==> src/rtl/core/sbda_pkg.sv <==
`default_nettype none

package sbda_pkg;

    localparam logic [7:0] CHAR_ZERO  = 8'h30;
    localparam logic [7:0] CHAR_MINUS = 8'h2D;

    // Queue fill status seen by both sides of the queue.
    typedef struct packed {
        logic full;
        logic empty;
    } queue_status_t;

    // Add three to a BCD digit of five or more, ahead of the shift.
    function automatic logic [3:0] dabble_adjust(input logic [3:0] digit);
        logic [3:0] result;
        begin
            if (digit >= 4'd5)
            begin
                result = digit + 4'd3;
            end
            else
            begin
                result = digit;
            end
            return result;
        end
    endfunction

endpackage

`default_nettype wire

==> src/rtl/core/sbda_front.sv <==
`default_nettype none

module sbda_front #(
    parameter int WORD_BITS = 32
) (
    input  wire logic                  start,
    input  wire logic signed [WORD_BITS-1:0] word,
    input  wire sbda_pkg::queue_status_t status,
    output logic                       busy,
    output logic                       push,
    output logic                       push_neg,
    output logic [WORD_BITS-1:0]       push_mag
);

    logic [WORD_BITS-1:0] word_bits;

    assign word_bits = word;
    assign busy      = status.full;
    assign push      = start && !status.full;
    assign push_neg  = word_bits[WORD_BITS-1];

    // Two's complement magnitude; the most negative word maps to 2^(N-1) unsigned.
    assign push_mag = push_neg ? ((~word_bits) + {{(WORD_BITS-1){1'b0}}, 1'b1})
                               : word_bits;

endmodule

`default_nettype wire

==> src/rtl/core/sbda_queue.sv <==
`default_nettype none

module sbda_queue #(
    parameter int WORD_BITS = 32
) (
    input  wire logic                 clk,
    input  wire logic                 rst_n,
    input  wire logic                 push,
    input  wire logic                 push_neg,
    input  wire logic [WORD_BITS-1:0] push_mag,
    input  wire logic                 pop,
    output logic                      head_neg,
    output logic [WORD_BITS-1:0]      head_mag,
    output sbda_pkg::queue_status_t   status
);

    logic                 neg_reg [2];
    logic [WORD_BITS-1:0] mag_reg [2];
    logic                 wr_ptr_reg;
    logic                 rd_ptr_reg;
    logic [1:0]           count_reg;
    logic                 wr_ptr_next;
    logic                 rd_ptr_next;
    logic [1:0]           count_next;
    logic                 do_push;
    logic                 do_pop;

    assign status.full  = (count_reg == 2'd2);
    assign status.empty = (count_reg == 2'd0);
    assign do_push      = push && !status.full;
    assign do_pop       = pop && !status.empty;
    assign head_neg     = neg_reg[rd_ptr_reg];
    assign head_mag     = mag_reg[rd_ptr_reg];

    always_comb
    begin
        wr_ptr_next = do_push ? !wr_ptr_reg : wr_ptr_reg;
        rd_ptr_next = do_pop ? !rd_ptr_reg : rd_ptr_reg;
        count_next  = count_reg;
        if (do_push && !do_pop)
        begin
            count_next = count_reg + 2'd1;
        end
        else if (do_pop && !do_push)
        begin
            count_next = count_reg - 2'd1;
        end
    end

    always_ff @(posedge clk or negedge rst_n)
    begin
        if (!rst_n)
        begin
            wr_ptr_reg <= 1'b0;
            rd_ptr_reg <= 1'b0;
            count_reg  <= 2'd0;
        end
        else
        begin
            wr_ptr_reg <= wr_ptr_next;
            rd_ptr_reg <= rd_ptr_next;
            count_reg  <= count_next;
        end
    end

    always_ff @(posedge clk)
    begin
        if (do_push)
        begin
            neg_reg[wr_ptr_reg] <= push_neg;
            mag_reg[wr_ptr_reg] <= push_mag;
        end
    end

endmodule

`default_nettype wire

==> src/rtl/core/sbda_back.sv <==
`default_nettype none

module sbda_back #(
    parameter int WORD_BITS      = 32,
    parameter int DECIMAL_DIGITS = 10
) (
    input  wire logic                 clk,
    input  wire logic                 rst_n,
    input  wire sbda_pkg::queue_status_t status,
    input  wire logic                 head_neg,
    input  wire logic [WORD_BITS-1:0] head_mag,
    output logic                      pop,
    output logic                      strobe,
    output logic [7:0]                character,
    output logic                      last
);

    localparam int CNT_W = (WORD_BITS > 1) ? $clog2(WORD_BITS) : 1;
    localparam int IDX_W = (DECIMAL_DIGITS > 1) ? $clog2(DECIMAL_DIGITS) : 1;

    typedef enum logic [1:0] {
        ST_IDLE,
        ST_CONVERT,
        ST_SKIP,
        ST_EMIT
    } state_t;

    state_t               state_reg;
    state_t               state_next;
    logic [WORD_BITS-1:0] mag_reg;
    logic [WORD_BITS-1:0] mag_next;
    logic [3:0]           digits_reg [DECIMAL_DIGITS];
    logic [3:0]           digits_next [DECIMAL_DIGITS];
    logic [3:0]           adj_digit [DECIMAL_DIGITS];
    logic [CNT_W-1:0]     bit_cnt_reg;
    logic [CNT_W-1:0]     bit_cnt_next;
    logic [IDX_W-1:0]     idx_reg;
    logic [IDX_W-1:0]     idx_next;
    logic                 neg_reg;
    logic                 neg_next;
    logic                 sign_pending_reg;
    logic                 sign_pending_next;
    logic                 strobe_reg;
    logic                 strobe_next;
    logic [7:0]           char_reg;
    logic [7:0]           char_next;
    logic                 last_reg;
    logic                 last_next;
    logic [3:0]           cur_digit;

    assign cur_digit = digits_reg[idx_reg];
    assign pop       = (state_reg == ST_IDLE) && !status.empty;
    assign strobe    = strobe_reg;
    assign character = char_reg;
    assign last      = last_reg;

    always_comb
    begin
        state_next        = state_reg;
        mag_next          = mag_reg;
        bit_cnt_next      = bit_cnt_reg;
        idx_next          = idx_reg;
        neg_next          = neg_reg;
        sign_pending_next = sign_pending_reg;
        strobe_next       = 1'b0;
        char_next         = char_reg;
        last_next         = last_reg;

        // One double-dabble step: adjust every digit, then shift the chain left.
        for (int d = 0; d < DECIMAL_DIGITS; d++)
        begin
            adj_digit[d] = sbda_pkg::dabble_adjust(digits_reg[d]);
        end
        for (int d = 0; d < DECIMAL_DIGITS; d++)
        begin
            digits_next[d] = digits_reg[d];
        end

        case (state_reg)
            ST_IDLE:
            begin
                if (!status.empty)
                begin
                    mag_next     = head_mag;
                    neg_next     = head_neg;
                    bit_cnt_next = CNT_W'(WORD_BITS - 1);
                    for (int d = 0; d < DECIMAL_DIGITS; d++)
                    begin
                        digits_next[d] = 4'd0;
                    end
                    state_next = ST_CONVERT;
                end
            end
            ST_CONVERT:
            begin
                digits_next[0] = {adj_digit[0][2:0], mag_reg[WORD_BITS-1]};
                for (int d = 1; d < DECIMAL_DIGITS; d++)
                begin
                    digits_next[d] = {adj_digit[d][2:0], adj_digit[d-1][3]};
                end
                mag_next     = {mag_reg[WORD_BITS-2:0], 1'b0};
                bit_cnt_next = bit_cnt_reg - {{(CNT_W-1){1'b0}}, 1'b1};
                if (bit_cnt_reg == '0)
                begin
                    idx_next   = IDX_W'(DECIMAL_DIGITS - 1);
                    state_next = ST_SKIP;
                end
            end
            ST_SKIP:
            begin
                // Drop leading zeros; the units digit always prints.
                if ((cur_digit == 4'd0) && (idx_reg != '0))
                begin
                    idx_next = idx_reg - {{(IDX_W-1){1'b0}}, 1'b1};
                end
                else
                begin
                    sign_pending_next = neg_reg && (cur_digit != 4'd0);
                    state_next        = ST_EMIT;
                end
            end
            ST_EMIT:
            begin
                strobe_next = 1'b1;
                if (sign_pending_reg)
                begin
                    char_next         = sbda_pkg::CHAR_MINUS;
                    last_next         = 1'b0;
                    sign_pending_next = 1'b0;
                end
                else
                begin
                    char_next = sbda_pkg::CHAR_ZERO + {4'd0, cur_digit};
                    last_next = (idx_reg == '0);
                    if (idx_reg == '0)
                    begin
                        state_next = ST_IDLE;
                    end
                    else
                    begin
                        idx_next = idx_reg - {{(IDX_W-1){1'b0}}, 1'b1};
                    end
                end
            end
            default:
            begin
                state_next = ST_IDLE;
            end
        endcase
    end

    always_ff @(posedge clk or negedge rst_n)
    begin
        if (!rst_n)
        begin
            state_reg        <= ST_IDLE;
            mag_reg          <= '0;
            bit_cnt_reg      <= '0;
            idx_reg          <= '0;
            neg_reg          <= 1'b0;
            sign_pending_reg <= 1'b0;
            strobe_reg       <= 1'b0;
            char_reg         <= 8'd0;
            last_reg         <= 1'b0;
            for (int d = 0; d < DECIMAL_DIGITS; d++)
            begin
                digits_reg[d] <= 4'd0;
            end
        end
        else
        begin
            state_reg        <= state_next;
            mag_reg          <= mag_next;
            bit_cnt_reg      <= bit_cnt_next;
            idx_reg          <= idx_next;
            neg_reg          <= neg_next;
            sign_pending_reg <= sign_pending_next;
            strobe_reg       <= strobe_next;
            char_reg         <= char_next;
            last_reg         <= last_next;
            for (int d = 0; d < DECIMAL_DIGITS; d++)
            begin
                digits_reg[d] <= digits_next[d];
            end
        end
    end

endmodule

`default_nettype wire

==> src/rtl/core/signed_binary_to_decimal_ascii.sv <==
// Each request waits in the queue, then passes through the dabble loop, one bit per
// cycle, and the digit walk, which skips leading zeros and emits the digits, after a
// minus sign for a negative value.
// A two-entry queue takes requests while the converter works; busy means it is full.
// Characters come out one per cycle on strobe and cannot be stalled.
// rst_n asynchronously clears the queue and the converter; no request survives.
`default_nettype none

module signed_binary_to_decimal_ascii #(
    parameter int WORD_BITS      = 32,
    parameter int DECIMAL_DIGITS = 10
) (
    input  wire logic                        clk,
    input  wire logic                        rst_n,
    input  wire logic                        start,
    output logic                             busy,
    input  wire logic signed [WORD_BITS-1:0] word,
    output logic                             strobe,
    output logic [7:0]                       character,
    output logic                             last
);

    sbda_pkg::queue_status_t queue_status;
    logic                    push;
    logic                    push_neg;
    logic [WORD_BITS-1:0]    push_mag;
    logic                    pop;
    logic                    head_neg;
    logic [WORD_BITS-1:0]    head_mag;

    sbda_front #(
        .WORD_BITS (WORD_BITS)
    ) u_front (
        .start    (start),
        .word     (word),
        .status   (queue_status),
        .busy     (busy),
        .push     (push),
        .push_neg (push_neg),
        .push_mag (push_mag)
    );

    sbda_queue #(
        .WORD_BITS (WORD_BITS)
    ) u_queue (
        .clk      (clk),
        .rst_n    (rst_n),
        .push     (push),
        .push_neg (push_neg),
        .push_mag (push_mag),
        .pop      (pop),
        .head_neg (head_neg),
        .head_mag (head_mag),
        .status   (queue_status)
    );

    sbda_back #(
        .WORD_BITS      (WORD_BITS),
        .DECIMAL_DIGITS (DECIMAL_DIGITS)
    ) u_back (
        .clk       (clk),
        .rst_n     (rst_n),
        .status    (queue_status),
        .head_neg  (head_neg),
        .head_mag  (head_mag),
        .pop       (pop),
        .strobe    (strobe),
        .character (character),
        .last      (last)
    );

endmodule

`default_nettype wire

==> config.mk <==
export PLATFORM = sky130hd
export DESIGN_NAME = signed_binary_to_decimal_ascii
export DESIGN_NICKNAME = d
export VERILOG_FILES = /design/src/rtl/core/sbda_pkg.sv /design/src/rtl/core/sbda_front.sv /design/src/rtl/core/sbda_queue.sv /design/src/rtl/core/sbda_back.sv /design/src/rtl/core/signed_binary_to_decimal_ascii.sv
export SDC_FILE = /design/constraint.sdc
export NUM_CORES = 1
export LEC_CHECK = 0
export BUFFER_PORTS_ARGS = -buffer_cell sky130_fd_sc_hd__buf_4
export CAP_MARGIN = 0
export CORE_MARGIN = 4
export CORE_UTILIZATION = 45
export CTS_CLUSTER_DIAMETER = 100
export CTS_CLUSTER_SIZE = 28
export DETAILED_ROUTE_END_ITERATION = 8
export PLACE_DENSITY = 0.59
export SYNTH_ARGS = -nofsm -noshare
export SYNTH_HDL_FRONTEND = slang
export SYNTH_HIERARCHICAL = 1
export SYNTH_SLANG_ARGS = --single-unit
export TNS_END_PERCENT = 20
==> constraint.sdc <==
create_clock -name clk -period 8.17 [get_ports clk]
set_clock_uncertainty 0.1 [all_clocks]
set_input_delay 1.634 -clock clk [delete_from_list [all_inputs] [get_ports clk]]
set_output_delay 1.634 -clock clk [all_outputs]
set_load 0.1 [all_outputs]
### Yosys cells after proc, flatten, opt, wreduce, memory -nomap -nowiden

Memory sizes are Yosys's and may differ from the RTL's. A register that Yosys moved wholly into a read port is not among the register bits.
Index checks and enable logic that the tools add are counted.

* register bits: 98
* latch bits: 0
* memory bits (writable): 66
* ROM bits: 0
* bits of input ports: 35
* word-level logic and storage cells: 135
* memories: 2

* add/sub/neg operators: 16
* multipliers: 0
* divide/modulo/power cells: 0
* magnitude comparators: 11
* eq/ne operators: 11
* shift operators: 0
* multiplexer cells: 40
* bitwise operators: 3
* reduce and logical (&&, ||, !) cells: 31

Memory list
* u_queue.mag_reg: depth 2, bits a word 32, read ports 1, clocked after memory_dff 0, write ports 1, line sbda_queue.sv:18 `logic [WORD_BITS-1:0] mag_reg [2];`
* u_queue.neg_reg: depth 2, bits a word 1, read ports 1, clocked after memory_dff 1, write ports 1, line sbda_queue.sv:17 `logic neg_reg [2];`

Operators by type and width (count)
* 40-bit case mux with 2 select lines: 1
* 32-bit 2-to-1 mux: 2
* 32-bit case mux with 2 select lines: 1
* 4-bit 2-to-1 mux: 15
* 4-bit by 3-bit greater-or-equal comparator with 1-bit output, second input constant: 10
* 40-bit 2-to-1 mux: 1
* 4-bit by 2-bit adder with 4-bit output, second input constant: 9
* 32-bit by 1-bit adder with 32-bit output, second input constant: 1
* 32-bit NOT: 1
* 4-bit binary-select mux with 4-bit select: 1
* 2-bit 2-to-1 mux: 7
* 4-bit case mux with 3 select lines: 1
* 5-bit case mux with 2 select lines: 1
* 5-bit AND reduction: 2
* 1-bit logical AND: 8
* 4-bit zero test: 2
* 8-bit 2-to-1 mux: 1
* 2-bit != test, second input constant: 4
* 2-bit case mux with 4 select lines: 1
* 4-bit nonzero test: 2
* 6-bit by 4-bit adder with 7-bit output, first input constant: 1
* 1-bit zero test: 7
* 2-bit equality test, second input constant: 3
* 2-bit by 1-bit != test with 1-bit output, second input constant: 3
* other kinds (18): 27

### Depth between registers and ports, before layout

* word-level depth: 8
* gate-level depth with buffers: 11

### By module

The synthesis kept the hierarchy.

Modules (own cells, without submodules)
* sbda_back: instances 1, cells an instance 554, area each 5216.3 um2, sequential area each 2327.2 um2
* sbda_queue: instances 1, cells an instance 122, area each 2730.1 um2, sequential area each 2082.0 um2
* sbda_front: instances 1, cells an instance 102, area each 802.0 um2, sequential area each 0.0 um2

### Worst setup path after synthesis

OpenSTA, ideal clock, no wires.

* kind: input to register
* from: input start
* to: memory u_queue.mag_reg[0][0] (enable)
* library setup time: 0.423 ns
* arrival time: 3.272 ns
* required time: 7.647 ns
* setup slack: 4.375 ns
* stages on the path: 3
* path buffers: 0
* cell sequence: nor2b_1 nand2_1 nor2_1

* word-level cells in the longest chain between the ends: 4

RTL lines
* from (decl): line signed_binary_to_decimal_ascii.sv:15 `input wire logic start,`
* 1-bit logical AND: line sbda_front.sv:19 `assign push = start && !status.full;`
* 1-bit logical AND: line sbda_queue.sv:30 `assign do_push = push && !status.full;`
* 1-bit 2-to-1 mux: line sbda_queue.sv:68 `if (do_push)`
* 1-bit 2-to-1 mux (implied by the code): line sbda_queue.sv:71 `mag_reg[wr_ptr_reg] <= push_mag;`
* to (decl): line sbda_queue.sv:18

No other way between the ends.

==> results.json <==
{
  "die_width_um": 147,
  "r2r_cells": 6,
  "crit_fanout": 40,
  "ant_nets": 0,
  "min_path_type": "register to register",
  "fin_nets": 866,
  "finalCritPeriodShare_pct": 42.9,
  "core_sq_mm": 0.0189,
  "cts_made_buffers": 17,
  "grt_max_degree": 70,
  "syn_area_sq_mm": 0.00875,
  "io_buffers": 43,
  "p_leak_nw": 3.86,
  "globalRoute.totalOverflow": 0,
  "timing.final.ws_setup_ps": 4660,
  "yosysTopAreaCellShare_pct": 27.7,
  "antenna_found_initial": 0,
  "dp_hpwl_um": 12300,
  "synth_xor_area_share_pct": 5.51,
  "ys_seq_elements": 163,
  "syn_inst": 778,
  "cp.depth": 6,
  "netlist_top_cells_area": "dfrtp_1 28%, edfxtp_1 23%, mux2_4 5.0%, xnor2_1 4.4%, ha_1 4.3%",
  "vias": 5979,
  "postPlaceCellArea_sq_mm": 0.00921,
  "ctsResizeCount": 0,
  "clkTransAtPathRegs_ps": 70,
  "postSynthAreaPerCell_sq_um": 11.2,
  "r2r_slack_ps": 4660,
  "viasPerCell": 5.57,
  "drt-total-wl_um": 18100,
  "dieHeight_um": 147,
  "cts_sinks": 163,
  "critPathKind": "register to register",
  "crit_family": "simple AND/OR/NAND/NOR gates",
  "grtUsageTotal_pct": 17.1,
  "fmax_mhz": 285,
  "peakVddDrop_v": 0.000147,
  "startpoint": "u_queue/count_reg[0]$_DFFE_PN0P_",
  "maxSlewViolCount": 0,
  "synth_compound_gate_area_share_pct": 16.8,
  "drc": 0,
  "end_kind": "register",
  "diodes": 0,
  "synth_ff_type": "dfrtp_1",
  "synth_simple_gate_area_share_pct": 9.35,
  "arrival_ps": 3710,
  "yosysUniqueCellTypes": 62,
  "worst-path-buf-inv": 1,
  "path_cells": "nor2_1, nand2_1, nand2_2, buf_4, o31ai_1, a32o_1",
  "crit_slowest_cell": "nand2_1",
  "async_flop_share_pct": 59.5,
  "setup_viol": 0,
  "critical-path-max-stage-delay_ps": 710,
  "endpoint": "u_back/digits_reg[39]$_DFFE_PN0P_",
  "dp_slack_ps": 4720,
  "synth_edf_count": 66,
  "cp-start-kind": "register",
  "cts_setup_buffers": 0,
  "wl_per_cell_um": 16.9,
  "cts_tree": "built",
  "drv_cap": 0,
  "fin_crit_ps": 3510,
  "ctsHoldBuffers": 0,
  "io_pins": 46,
  "synthAdderAreaFrac_pct": 4.29,
  "power_density_mw_per_mm2": 373,
  "grt_pass1_vias": 5987,
  "fin_area_sq_mm": 0.00985,
  "slew_headroom_pct": 25.8,
  "power_w": 0.00368,
  "rows": 50,
  "hold_violations": 0,
  "cts-root-buf": "clkbuf_16",
  "clockBufferDepth": 2,
  "synthMuxAreaShare_pct": 8.91,
  "grt_pass1_wl_um": 30300,
  "critPathRequiredTime_ps": 8370,
  "yosysTopAreaCell": "dfrtp_1",
  "largest_reg_flops": 64,
  "rsz0062_at_grt": "false",
  "drtIter0Drc": 329,
  "ys_seq_area_share_pct": 50.4,
  "outcome": "completed",
  "r2r-end": "u_back/digits_reg[39]$_DFFE_PN0P_",
  "start_util_pct": 46.3,
  "synth_top_family_by_area": "compound AO/OA/AOI/OAI gates",
  "syn2layout_area_growth_pct": 12.6,
  "yosys_warnings": 6,
  "r2r-start": "u_queue/count_reg[0]$_DFFE_PN0P_",
  "gp_congestion": 0.837,
  "worst_skew_pair.late_latency_ps": 420,
  "drive_above_1_share_pct": 17.7,
  "dieArea_sq_mm": 0.0217,
  "htree_levels": 4,
  "tightest_slew_ps": 1110,
  "dr.pass1.iters": 5,
  "tns_ps": 0
}
report_power, final:
group,leakage [nW],switching [W],internal [W]
Clock,0.313,0.000344,0.000524
Sequential,1.80,0.000246,0.00112
Combinational,1.75,0.000862,0.000580
Total,3.86,0.00145,0.00223
cell families (layout without fill, tap and decap cells):
kind of cell | count (synthesis) | count (layout)
other | 1 | 2
flip-flops | 163 | 163
XOR/XNOR | 55 | 55
adder cells (fa/ha/maj) | 30 | 30
AND/OR/NAND/NOR | 160 | 160
multiplexers | 60 | 60
AO/OA/AOI/OAI | 223 | 223
buffers and inverters | 86 | 121
worst min-delay path by stage:
stage / start / depth (start not counted) / to / slack, ps
after CTS: u_back/character[5]$_DFFE_PN0P_ / 1 / u_back/character[5]$_DFFE_PN0P_ / 380
after floorplan: u_back/neg_reg$_DFFE_PN0P_ / 2 / u_back/neg_reg$_DFFE_PN0P_ / 350
after global routing: u_back/character[5]$_DFFE_PN0P_ / 1 / u_back/character[5]$_DFFE_PN0P_ / 410
after detailed placement: u_back/character[5]$_DFFE_PN0P_ / 1 / u_back/character[5]$_DFFE_PN0P_ / 370
final: u_back/character[5]$_DFFE_PN0P_ / 1 / u_back/character[5]$_DFFE_PN0P_ / 380
after global placement: u_back/character[5]$_DFFE_PN0P_ / 1 / u_back/character[5]$_DFFE_PN0P_ / 360
placed cells by master, fill, tap and decap left out, types with 7 or more instances in the layout:
cell type	n
xnor2_1	44
dfrtp_1	96
clkbuf_16	17
xor2_1	11
o22ai_1	51
ha_1	30
edfxtp_1	66
nor2_1	41
o31ai_1	21
mux2_4	29
o21ai_0	53
nand2_1	56
mux2i_1	22
buf_4	51
nand2b_1	19
a32o_1	11
o32ai_1	9
inv_1	37
o41ai_2	7
a21oi_1	45
Yosys cell counts (all sizes together) (8+ instances only):
| master | count |
|---|---|
| a21oi | 45 |
| a32o | 11 |
| buf | 16 |
| clkbuf | 32 |
| dfrtp | 97 |
| edfxtp | 66 |
| ha | 30 |
| inv | 38 |
| mux2 | 36 |
| mux2i | 22 |
| nand2 | 57 |
| nand2b | 20 |
| nor2 | 43 |
| nor4 | 8 |
| o21ai | 58 |
| o22ai | 51 |
| o31ai | 21 |
| o32ai | 9 |
| o41ai | 9 |
| xnor2 | 44 |
| xor2 | 11 |
layer usage:
layer	up-vias	wire [um]	global-route usage [%]
met3	22	638	3.13
met1	2929	8160	22.3
met2	131	9080	29.3
met4	0	252	5.17
li1	2897	-	-
met5	-	0	0
area by class of cell:
class / instances / area, sq um
multi-input cells: 530 / 3950
flip-flops and latches: 163 / 4410
inverters: 38 / 143
clock buffers: 18 / 429
repair buffers: 51 / 383
fillers: 1676 / 9040
clock inverters: 14 / 214
well taps: 260 / 325
stage by stage:
stage,std cells,hold WS [ps],utilization (%)
2_1_floorplan,779,346,-
6_report,1074,382,52.1
3_3_place_gp,1042,358,48.7
5_1_grt,1074,407,52.1
4_1_cts,1074,383,52.1
3_5_place_dp,1042,365,48.7
(Power assumes the default switching activity.)
